## src/rtl/hcd_pkg.sv

```systemverilog
// ----------------------------------------------------------------------------
// hcd_pkg
// Shared types, codes and helpers of the hashed cache directory core.
// ----------------------------------------------------------------------------
package hcd_pkg;

  // Default directory size and the fixed number of probes per key.
  localparam int DEF_DIR_LINES = 1024;
  localparam int NUM_PROBES    = 4;

  // Configuration register indexes and the reset value of the line count.
  localparam int CFG_IDX_W = 1;
  localparam logic [CFG_IDX_W-1:0] REG_LINES_IN_USE = 1'd0;
  localparam logic [CFG_IDX_W-1:0] REG_BYTE_BUDGET  = 1'd1;
  localparam logic [10:0] LINES_IN_USE_RESET = 11'd1024;

  // Operation codes carried by an item.
  typedef enum logic [1:0] {
    KIND_ADD    = 2'd0,
    KIND_REMOVE = 2'd1,
    KIND_LOOKUP = 2'd2,
    KIND_EVICT  = 2'd3
  } kind_t;

  // One input item.
  typedef struct packed {
    kind_t        kind;
    logic [63:0]  key_first;
    logic [63:0]  key_second;
    logic [31:0]  entry_size;
    logic [39:0]  trim_bytes;
    logic [47:0]  now_ms;
  } in_item_t;

  // One result item.
  typedef struct packed {
    logic         hit;
    logic [9:0]   line_index;
    logic [31:0]  stored_size;
    logic [10:0]  evicted_count;
    logic [39:0]  total_bytes;
    logic [10:0]  used_lines;
  } out_item_t;

  // One directory line as stored in memory.
  typedef struct packed {
    logic [63:0]  key_first;
    logic [63:0]  key_second;
    logic [47:0]  time_ms;
    logic [31:0]  size;
  } line_t;

  // Datapath operations issued by the controller, one per cycle.
  typedef enum logic [3:0] {
    OP_NONE,
    OP_WIPE,
    OP_LOAD,
    OP_DIV,
    OP_PRB_RD,
    OP_PRB_CAP,
    OP_SELECT,
    OP_CLR_TGT,
    OP_BUDGET,
    OP_SCAN_START,
    OP_SCAN,
    OP_EVICT,
    OP_WRITE,
    OP_RESULT
  } dp_op_t;

  typedef struct packed {
    dp_op_t op;
  } dp_cmd_t;

  typedef struct packed {
    logic  wipe_done;
    logic  div_done;
    logic  prb_last;
    logic  match;
    logic  over;
    logic  scan_done;
    logic  best_valid;
    kind_t kind;
  } dp_stat_t;

  // Subtract a line size from the total, saturating at zero.
  function automatic logic [39:0] sat_sub(input logic [39:0] a, input logic [31:0] b);
    return (a >= 40'(b)) ? (a - 40'(b)) : '0;
  endfunction

endpackage

```

## src/rtl/hcd_ctrl.sv

```systemverilog
// ----------------------------------------------------------------------------
// hcd_ctrl
// Sequencer: clears the directory after reset, then steps the datapath
// through probe indexing, probe reads, replacement and eviction per item.
// ----------------------------------------------------------------------------
module hcd_ctrl import hcd_pkg::*; (
  input  logic     clk,
  input  logic     rst_n,
  input  logic     start,
  output logic     busy,
  input  dp_stat_t stat,
  output dp_cmd_t  cmd
);

  typedef enum logic [3:0] {
    S_WIPE, S_IDLE, S_DIV, S_PRB_RD, S_PRB_CAP, S_SELECT, S_CLR,
    S_BUDGET, S_CHECK, S_SCAN, S_EVICT, S_WRITE, S_DONE
  } state_t;

  state_t state_r, state_nxt;
  logic   busy_r;

  // Next state and the operation for this cycle.
  always_comb begin
    state_nxt = state_r;
    cmd.op    = OP_NONE;
    case (state_r)
      S_WIPE: begin
        cmd.op = OP_WIPE;
        if (stat.wipe_done) state_nxt = S_IDLE;
      end
      S_IDLE: begin
        if (start) begin
          cmd.op    = OP_LOAD;
          state_nxt = S_DIV;
        end
      end
      S_DIV: begin
        cmd.op = OP_DIV;
        if (stat.div_done) begin
          state_nxt = (stat.kind == KIND_EVICT) ? S_BUDGET : S_PRB_RD;
        end
      end
      S_PRB_RD: begin
        cmd.op    = OP_PRB_RD;
        state_nxt = S_PRB_CAP;
      end
      S_PRB_CAP: begin
        cmd.op    = OP_PRB_CAP;
        state_nxt = stat.prb_last ? S_SELECT : S_PRB_RD;
      end
      S_SELECT: begin
        cmd.op = OP_SELECT;
        case (stat.kind)
          KIND_ADD:    state_nxt = S_CLR;
          KIND_REMOVE: state_nxt = stat.match ? S_CLR : S_DONE;
          KIND_LOOKUP: state_nxt = stat.match ? S_WRITE : S_DONE;
          default:     state_nxt = S_DONE;
        endcase
      end
      S_CLR: begin
        cmd.op    = OP_CLR_TGT;
        state_nxt = (stat.kind == KIND_ADD) ? S_BUDGET : S_DONE;
      end
      S_BUDGET: begin
        cmd.op    = OP_BUDGET;
        state_nxt = S_CHECK;
      end
      S_CHECK: begin
        if (stat.over) begin
          cmd.op    = OP_SCAN_START;
          state_nxt = S_SCAN;
        end else begin
          state_nxt = (stat.kind == KIND_ADD) ? S_WRITE : S_DONE;
        end
      end
      S_SCAN: begin
        cmd.op = OP_SCAN;
        if (stat.scan_done) state_nxt = S_EVICT;
      end
      S_EVICT: begin
        // No occupied line left ends the trim early.
        if (stat.best_valid) begin
          cmd.op    = OP_EVICT;
          state_nxt = S_CHECK;
        end else begin
          state_nxt = (stat.kind == KIND_ADD) ? S_WRITE : S_DONE;
        end
      end
      S_WRITE: begin
        cmd.op    = OP_WRITE;
        state_nxt = S_DONE;
      end
      S_DONE: begin
        cmd.op    = OP_RESULT;
        state_nxt = S_IDLE;
      end
      default: state_nxt = S_IDLE;
    endcase
  end

  // State and busy flag.
  always_ff @(posedge clk) begin
    if (!rst_n) begin
      state_r <= S_WIPE;
      busy_r  <= 1'b1;
    end else begin
      state_r <= state_nxt;
      busy_r  <= (state_nxt != S_IDLE);
    end
  end

  assign busy = busy_r;

endmodule

```

## config.mk

```make
export PLATFORM = sky130hd
export DESIGN_NAME = hcd_ctrl
export DESIGN_NICKNAME = d
export VERILOG_FILES = /design/src/rtl/hcd_pkg.sv /design/src/rtl/hcd_ctrl.sv
export SDC_FILE = /design/constraint.sdc
export NUM_CORES = 1
export LEC_CHECK = 0
export BUFFER_PORTS_ARGS = -buffer_cell sky130_fd_sc_hd__buf_2
export CORE_AREA = 3 3 40 42
export CTS_BUF_LIST = sky130_fd_sc_hd__clkbuf_8
export DETAILED_ROUTE_END_ITERATION = 6
export DIE_AREA = 0 0 43 45
export HOLD_SLACK_MARGIN = 0.15
export SLEW_MARGIN = 25
export SYNTH_ARGS = -nofsm -noshare
export SYNTH_HDL_FRONTEND = slang
export SYNTH_SLANG_ARGS = --single-unit
```

## constraint.sdc

```tcl
create_clock -name clk -period 2.4 [get_ports clk]
set_clock_uncertainty 0.15 [all_clocks]
set_input_delay 0.24 -clock clk [delete_from_list [all_inputs] [get_ports clk]]
set_output_delay 0.24 -clock clk [all_outputs]
set_load 0.01 [all_outputs]
```

==> key figures, run 1 <==
Routing
  – Met3 wire length: 86 µm
  – Detailed-route DRC error count: 0
  – Post-Route WL: 1360 µm
  – Initial drt markers: 19
  – Met1 Wirelength: 619 µm
  – Drt pass-1 iters: 4
  – Highest metal used: met4
  – Routed Antenna Nets: 0
  – Routed vias/inst: 5.71
  – Via count: 640
  – Metal2 WL: 643 µm
  – Wirelength per Cell: 12.2 µm

Logic synthesis
  – Distinct cell type count after synthesis: 32
  – Synth Register Bits: 5
  – Mapped Nets: 90
  – Yosys warning count: 0
  – Post-synthesis cell area: 517 µm²
  – Syn_area_per_cell: 6.62 µm²
  – Gate Count Post-Synth: 78
  – Post-synthesis sequential area ratio: 0.194

Global route
  – Global-route usage over all layers: 0.161
  – Vias in the first global route: 569
  – Largest net degree at the start of global routing: 14
  – First-pass GRT wire length: 2410 µm
  – Gr ovfl total: 0
  – Antenna violations before repair: 0

Worst hold path
  – Hold path start: stat[6]
  – Min-Delay Path Depth: 4
  – Min-delay worst type: in -> reg
  – Hold EP: busy

Die
  – Initial core utilization: 0.402
  – IO Count: 17
  – Die extent in x: 43 µm
  – Num rows: 13
  – Die ar.: 0.00194 mm²
  – CORE AREA: 0.00128 mm²
  – Die Y: 45 µm

Cells and area
  – Multi-input logic area: 383 µm²
  – Layout area overhead: 27.6%
  – Commonest non-fill, non-tap cell in the layout: buf_2
  – Filler instances: 134
  – Layout cells sized above 1: 0.237
  – Final core occ: 0.513
  – Commonest cells after routing, fill and taps aside: buf_2 (16), nor2_1 (14), o21ai_0 (9)
  – Diodes inserted: 0
  – Final Non-Filler Cells: 112
  – Total Nets Final: 110
  – FF+latch area: 100 µm²

Clock tree
  – Postcts setup bufs: 0
  – Cts bufs inserted: 3
  – Cts repair resizes: 0
  – CTS sink count: 5
  – Buffer depth of the longest clock path: 2
  – CTS HTree Levels: 1
  – CTS tree: done
  – Clock Latency Late Sink: 0.22 ns
  – Root Buffer: clkbuf_8
  – Worst-path clk slew: 0.03 ns

STA
  – FMAX: 0.505 GHz
  – Pins Over Slew Limit: 0
  – Final-report hold violation count: 0
  – RSZ-0062 raised after global routing: false
  – Setup violators final: 0
  – Final critical-path required period: 1.98 ns
  – Worst Tran Pin Value: 0.386 ns
  – TNS Setup: 0 ns
  – Period utilization: 0.824
  – Relative slew slack: 0.742

Critical path
  – Critical R2R Capture: busy
  – Crit Path Category: reg -> reg
  – Crit end category: register
  – Max Fanout on Critical Path: 13
  – Crit path arrival time: 1.92 ns
  – Startpoint types: register
  – R2R cell count: 5
  – Req. time, crit path: 2.34 ns
  – Worst R2R Start: state_r[3]
  – Reg2reg setup slack: 0.42 ns

Power
  – PD cells: 542 mW/mm²
  – Leakage power: 0.295 nW
  – Maximum vdd drop: 0.322 mV

Placement
  – Routability Congestion: 0.824
  – Dpl cells: 107
  – HPWL after DPL: 1080 µm
  – IO buf count: 16

Outcome
  – Status: finished clean

Job
  – Maxcap violations: 0
## synthesized netlist by cell type (all sizes together)
cell / instances / area share
nor2: 14 / 0.10
nand3: 1 / 0.0097
o31ai: 1 / 0.015
dfxtp: 5 / 0.19
nand3b: 1 / 0.015
a21oi: 5 / 0.048
nor2b: 2 / 0.024
and3: 3 / 0.036
a31oi: 1 / 0.012
inv: 2 / 0.015
or2b: 3 / 0.051
or3: 1 / 0.012
a32oi: 1 / 0.017
o32ai: 1 / 0.017
o311ai: 1 / 0.017
a22o: 1 / 0.017
nand4: 3 / 0.036
or4b: 1 / 0.019
o21ai: 11 / 0.11
a21boi: 1 / 0.015
buf: 4 / 0.051
nor3: 1 / 0.0097
nand2: 5 / 0.036
o211ai: 1 / 0.015
and2: 2 / 0.024
mux2: 1 / 0.022
o21a: 2 / 0.029
nor4: 1 / 0.012
nand2b: 2 / 0.024
## report_power, final
| part | total (mW) | switching (mW) | internal, mW |
|---|---|---|---|
| clock network | 0.148 | 0.0383 | 0.109 |
| registers | 0.103 | 0.0112 | 0.0920 |
| logic | 0.107 | 0.0579 | 0.0489 |
## registers in the layout, summed over array words and instances (netlist names)
signal   count
state_r      4
busy         1
## stage by stage
step	setup slack, ns	hold slack [ns]	area, µm²	total power [mW]
2_1_floorplan	0.743	0.207	517	0.170
3_3_place_gp	0.486	0.351	604	0.210
3_5_place_dp	0.430	0.354	604	0.209
4_1_cts	0.426	0.316	659	0.362
5_1_grt	0.243	0.372	659	0.385
6_report	0.421	0.318	659	0.358
## metal layers
layer | up-vias | global-route usage
met5 | - | 0
met4 | 0 | 0.0964
met3 | 2 | 0.0239
met2 | 23 | 0.249
met1 | 293 | 0.214
li1 | 322 | -
## final cells by class
class / count / area share
clock buffers: 3 / 0.0626
multi-input cells: 67 / 0.581
flip-flops and latches: 5 / 0.152
clock inverters: 1 / 0.00569
repair buffers: 19 / 0.159
inverters: 2 / 0.0114
well taps: 15 / 0.0285
## worst max path at each step
stage	start	to	slack, ns	cells past startpoint
3_5_place_dp	state_r[3]	busy	0.43	5
6_report	state_r[3]	busy	0.42	5
5_1_grt	state_r[3]	busy	0.24	5
4_1_cts	state_r[3]	busy	0.43	5
2_1_floorplan	state_r[2]	busy	0.74	6
3_3_place_gp	state_r[3]	busy	0.49	5
## kinds of logic after synthesis
group | Yosys count | synth area share
AOI/OAI and AO/OA | 26 | 0.308
buffers and inverters | 6 | 0.0654
DFF | 5 | 0.194
muxes | 1 | 0.0218
and+or+nand+nor | 40 | 0.412
## worst max-delay path: stages (launching register included)
cell and delay (ns):
dfxtp_1 0.54, or2b_1 0.24, nor2_1 0.07, a32oi_1 0.19, o211ai_1 0.13, or4b_1 0.52
## what timing repair did
| action | in CTS | in global routing |
|---|---|---|
| hold buffers | 1 | 0 |
| hold endpoints to repair | 3 | 0 |
| setup endpoints to repair | 0 | 0 |
Note: power is estimated with default switching activity, not from simulation.
==> run 2: changes to the inputs <==
- clock period: 2.4 -> 2.1 ns (I/O delays scaled with it)
==> run 2 against run 1 <==
Compared with the run above:
- routed wire length is 6.3% higher
- register-to-register slack worse by 0.21 ns
- total power is 17% higher
- critical path depth stayed put
- sequential share of layout area is 0.50 points lower
- largest cell class unchanged
==> key figures, run 2 (synthesis gave the netlist of run 1 again) <==
Critical path
  – Crit end category: register
  – Max Fanout on Critical Path: 9 (-4)
  – Req. time, crit path: 2.04 ns (-0.30 ns)
  – CP Buf/Inv Count: 0 (unchanged)
  – Startpoint types: register
  – Worst path cell trace: or2b_1 -> nor2_1 -> a32oi_1 -> o211ai_1 -> or4b_1
  – Slowest-stage cell, CP: or4b_1
  – Top delay family on crit path: simple AND/OR/NAND/NOR gates
  – CP max stage delay: 0.53 ns (about the same)
  – Crit path arrival time: 1.83 ns (-0.09 ns)
  – Crit Path Category: reg -> reg

STA
  – Pins Over Slew Limit: 0 (unchanged)
  – TNS Setup: 0 ns (unchanged)
  – Period utilization: 0.897 (+0.0728)
  – RSZ-0062 raised after global routing: false
  – Final critical-path required period: 1.88 ns (-0.0944 ns)
  – Final-report hold violation count: 0 (unchanged)
  – Relative slew slack: 0.791 (+0.0486)
  – Setup violators final: 0 (unchanged)
  – WHS: 0.263 ns (-0.0547 ns)
  – FMAX: 0.531 GHz (+5.0%)
  – Worst Tran Pin Value: 0.309 ns (-0.0764 ns)

Clock tree
  – Buffer depth of the longest clock path: 2 (unchanged)
  – Hold_buf cts: 1 (unchanged)
  – Postcts setup bufs: 0 (unchanged)
  – Cts repair resizes: 0 (unchanged)
  – Cts bufs inserted: 3 (unchanged)
  – Worst-path clk slew: 0.04 ns (about the same)
  – Root Buffer: clkbuf_8
  – CTS tree: done
  – CTS sink count: 5 (unchanged)
  – Clock Latency Late Sink: 0.22 ns (about the same)
  – CTS HTree Levels: 1 (unchanged)

Routing
  – Initial drt markers: 10 (-9)
  – Highest metal used: met4
  – Wirelength per Cell: 12.6 µm (+3.5%)
  – Routed vias/inst: 5.63 (-1.4%)
  – Drt pass-1 iters: 4 (unchanged)
  – Routed Antenna Nets: 0 (unchanged)
  – Metal2 WL: 643 µm (unchanged)
  – Met3 wire length: 115 µm (+34%)
  – Met1 Wirelength: 629 µm (+1.6%)
  – Via count: 648 (+1.3%)
  – Post-Route WL: 1450 µm (+6.3%)
  – Detailed-route DRC error count: 0 (unchanged)

Cells and area
  – Commonest non-fill, non-tap cell in the layout: buf_2
  – Final Non-Filler Cells: 115 (+2.7%)
  – Commonest cells after routing, fill and taps aside: buf_2 (16), nor2_1 (14), o21ai_0 (9)
  – Top reg by flops: state_r
  – Max reg flops: 4 (unchanged)
  – Diodes inserted: 0 (unchanged)
  – Layout area overhead: 32.0%
  – Total Nets Final: 113 (+2.7%)
  – Layout cells sized above 1: 0.260 (+0.0229)
  – Filler instances: 135 (+0.75%)

Die
  – IO Count: 17 (unchanged)
  – Die ar.: 0.00194 mm² (unchanged)
  – Num rows: 13 (unchanged)
  – CORE AREA: 0.00128 mm² (unchanged)
  – Initial core utilization: 0.402 (unchanged)
  – Die Y: 45 µm (unchanged)
  – Die extent in x: 43 µm (unchanged)

Global route
  – Antenna violations before repair: 0 (unchanged)
  – Largest net degree at the start of global routing: 11 (-3)
  – First-pass GRT wire length: 2510 µm (+4.3%)
  – Vias in the first global route: 599 (+5.3%)
  – Gr ovfl total: 0 (unchanged)
  – Global-route usage over all layers: 0.178 (+0.0168)

Placement
  – HPWL after DPL: 1090 µm (+1.9%)
  – Routability Congestion: 0.813 (-1.4%)
  – IO buf count: 16 (unchanged)
  – Dpl cells: 110 (+2.8%)

Power
  – Leakage power: 0.311 nW (+5.5%)
  – PD cells: 615 mW/mm² (+13%)
  – Total Power: 0.419 mW (+17%)
  – Maximum vdd drop: 0.529 mV (+64%)

Worst hold path
  – Min-delay worst type: in -> reg

Job
  – Maxcap violations: 0 (unchanged)

Outcome
  – Status: finished clean
run 2: cell count changes in the layout (fill, tap and decap cells not counted):
cell and delta:
buf_4 +3
run 2: tightest hold or removal path, cell delays in order:
cell     delay [ns]
buf_2          0.09
o21ai_0        0.07
nand4_1        0.12
or4b_1         0.12
run 2: path summary, 6_finish.rpt:
path	startpoint	depth (start not counted)	endpoint	slack, ns
max	state_r[3]	5	busy	0.22
min	stat[6]	4	busy	0.26
max reg2reg	state_r[3]	5	busy	0.22
min reg2reg	state_r[3]	2	state_r[3]	0.61
run 2: report_power, final:
group          total (mW)  internal, mW  switching (mW)
logic               0.128        0.0594          0.0688
registers           0.116         0.105          0.0112
clock network       0.175         0.125          0.0492
run 2: cell type report:
type                    count  area [µm²]  area share
well taps                  15        18.8      0.0275
multi-input cells          67         383       0.561
repair buffers             22         128       0.187
clock buffers               3        41.3      0.0606
inverters                   2        7.51      0.0110
clock inverters             1        3.75     0.00550
flip-flops and latches      5         100       0.147
run 2: metal layers:
| layer | vias to the layer above | global-route usage |
|---|---|---|
| met5 | - | 0 |
| met4 | 0 | 0.175 |
| met3 | 6 | 0.0279 |
| met2 | 31 | 0.287 |
| met1 | 283 | 0.198 |
| li1 | 328 | - |
run 2: per-stage QoR:
| step | setup slack [ns] | utilization | instance area, µm² |
|---|---|---|---|
| after floorplan | 0.443 | - | 517 |
| after global placement | 0.281 | 0.488 | 627 |
| after detailed placement | 0.233 | 0.488 | 627 |
| after CTS | 0.222 | 0.531 | 682 |
| after global routing | 0.0745 | 0.531 | 682 |
| final | 0.216 | 0.531 | 682 |
==> run 3: changes to the inputs <==
- clock period: 2.1 -> 2.3 ns (I/O delays scaled with it)
==> run 3 against run 2 <==
Compared with the run above:
- cell count fell by 1.7%
- total power fell by 10%
- design area fell by 2.2%
- largest cell class unchanged
- clock power fell by 11%
- non-clock buffer count fell by 2
- highest routed layer unchanged
- die area did not move
==> key figures, run 3 (synthesis gave the netlist of run 1 again) <==
Global route
  – Vias in the first global route: 575 (-4.0%)
  – Global-route usage over all layers: 0.158 (-0.0206)
  – First-pass GRT wire length: 2390 µm (-4.9%)
  – Antenna violations before repair: 0 (unchanged)
  – Gr ovfl total: 0 (unchanged)
  – Largest net degree at the start of global routing: 12 (+1)

Cells and area
  – Layout area overhead: 29.1%
  – Layout cells sized above 1: 0.245 (-0.0151)
  – Top reg by flops: state_r
  – Filler instances: 143 (+5.9%)
  – Final core occ: 0.519 (-0.0117)
  – Diodes inserted: 0 (unchanged)
  – Multi-input logic area: 383 µm² (unchanged)
  – Max reg flops: 4 (unchanged)
  – Commonest cells after routing, fill and taps aside: buf_2 (16), nor2_1 (14), o21ai_0 (9)
  – FF+latch area: 100 µm² (unchanged)
  – Final Instance Area: 667 µm² (-2.2%)
  – Total Nets Final: 111 (-1.8%)
  – Commonest non-fill, non-tap cell in the layout: buf_2

Clock tree
  – Clock Latency Late Sink: 0.22 ns (about the same)
  – Cts bufs inserted: 3 (unchanged)
  – CTS sink count: 5 (unchanged)
  – CTS tree: done
  – Buffer depth of the longest clock path: 2 (unchanged)
  – Hold_buf cts: 1 (unchanged)
  – Postcts setup bufs: 0 (unchanged)
  – Cts repair resizes: 0 (unchanged)
  – Root Buffer: clkbuf_8
  – CTS HTree Levels: 1 (unchanged)
  – Worst-path clk slew: 0.04 ns (about the same)

Critical path
  – Max Fanout on Critical Path: 11 (+2)
  – Crit end category: register
  – Slowest-stage cell, CP: or4b_1
  – Crit Path Category: reg -> reg
  – Req. time, crit path: 2.24 ns (+0.20 ns)
  – CP max stage delay: 0.54 ns (about the same)
  – Startpoint types: register
  – Top delay family on crit path: simple AND/OR/NAND/NOR gates
  – CP Buf/Inv Count: 0 (unchanged)
  – Worst path cell trace: or2b_4 -> o32ai_1 -> a32oi_1 -> o211ai_1 -> or4b_1
  – Crit path arrival time: 1.89 ns (+0.06 ns)

Outcome
  – Status: finished clean

Job
  – Maxcap violations: 0 (unchanged)

Routing
  – Drt pass-1 iters: 4 (unchanged)
  – Via count: 630 (-2.8%)
  – Routed vias/inst: 5.58 (-1.1%)
  – Detailed-route DRC error count: 0 (unchanged)
  – Post-Route WL: 1430 µm (-1.2%)
  – Wirelength per Cell: 12.7 µm (+0.57%)
  – Routed Antenna Nets: 0 (unchanged)
  – Initial drt markers: 16 (+6)

Power
  – Switching share of total power: 0.303 (-0.00535)
  – Reg power frac: 0.284 (+0.006)
  – Clk network pwr share: 0.416 (about the same)
  – Leakage power: 0.301 nW (-3.5%)
  – Switching pwr: 0.114 mW (-12%)
  – Logic pwr share: 0.300 (-0.006)
  – Maximum vdd drop: 0.463 mV (-12%)
  – PD cells: 563 mW/mm² (-8.4%)
  – Cell-internal power: 0.262 mW (-9.8%)

Die
  – Initial core utilization: 0.402 (unchanged)
  – CORE AREA: 0.00128 mm² (unchanged)
  – Die Y: 45 µm (unchanged)
  – IO Count: 17 (unchanged)
  – Die ar.: 0.00194 mm² (unchanged)
  – Die extent in x: 43 µm (unchanged)
  – Num rows: 13 (unchanged)

Placement
  – IO buf count: 16 (unchanged)
  – HPWL after DPL: 1100 µm (+0.47%)
  – Routability Congestion: 0.876 (+7.8%)
  – Area after DPL: 612 µm² (-2.4%)

STA
  – Setup violators final: 0 (unchanged)
  – Pins Over Slew Limit: 0 (unchanged)
  – Final critical-path required period: 1.95 ns (+0.0665 ns)
  – RSZ-0062 raised after global routing: false
  – WHS: 0.298 ns (+0.0354 ns)
  – TNS Setup: 0 ns (unchanged)
  – Period utilization: 0.848 (-0.0491)
  – Final-report hold violation count: 0 (unchanged)
  – FMAX: 0.513 GHz (-3.4%)
  – Worst Tran Pin Value: 0.343 ns (+0.0340 ns)
  – Relative slew slack: 0.768 (-0.0230)

Worst hold path
  – Min-delay worst type: in -> reg
run 3: changes by cell type in the layout (fill, tap and decap cells not counted), sizes merged:
cell,previous run,this run
buf,21,19
run 3: layout make-up:
| class | count | share of cell area |
|---|---|---|
| Tap cell | 15 | 0.0281 |
| Timing Repair Buffer | 20 | 0.169 |
| Clock buffer | 3 | 0.0619 |
| Clock inverter | 1 | 0.00563 |
| Inverter | 2 | 0.0113 |
| Sequential cell | 5 | 0.150 |
| Multi-Input combinational cell | 67 | 0.574 |
run 3: routing by layer:
metal / vias to the layer above / global-route usage / part of all wire
li1: 325 / - / -
met5: - / 0 / 0
met1: 282 / 0.225 / 0.49
met4: 0 / 0.0482 / 0.024
met3: 4 / 0.0359 / 0.037
met2: 19 / 0.237 / 0.45
run 3: final timing paths:
check	cells past startpoint	slack (ns)	to	startpoint
worst max register to register	5	0.35	busy	state_r[2]
worst min-delay path	4	0.30	busy	stat[6]
worst max-delay path	5	0.35	busy	state_r[2]
worst min register to register	2	0.56	state_r[3]	state_r[3]
run 3: power groups by stage:
stage | sequential (mW) | clock, mW | combinational (mW)
after global routing | 0.108 | 0.167 | 0.126
after CTS | 0.106 | 0.160 | 0.112
after detailed placement | 0.107 | 0 | 0.110
after floorplan | 0.104 | 0 | 0.0736
after global placement | 0.108 | 0 | 0.112
final | 0.107 | 0.156 | 0.112
run 3: worst min-delay path, delay by kind of cell:
kind / cells / cell delay, ns
and+or+nand+nor: 2 / 0.26
buffers and inverters: 1 / 0.08
AOI/OAI and AO/OA: 1 / 0.07
run 3: metrics by stage:
stage                     std cells  setup slack, ns  power [mW]
after global placement          108            0.358       0.220
after detailed placement        108            0.378       0.218
after CTS                       113            0.351       0.378
after global routing            113            0.285       0.401
after floorplan                  78            0.643       0.178
final                           113            0.349       0.375
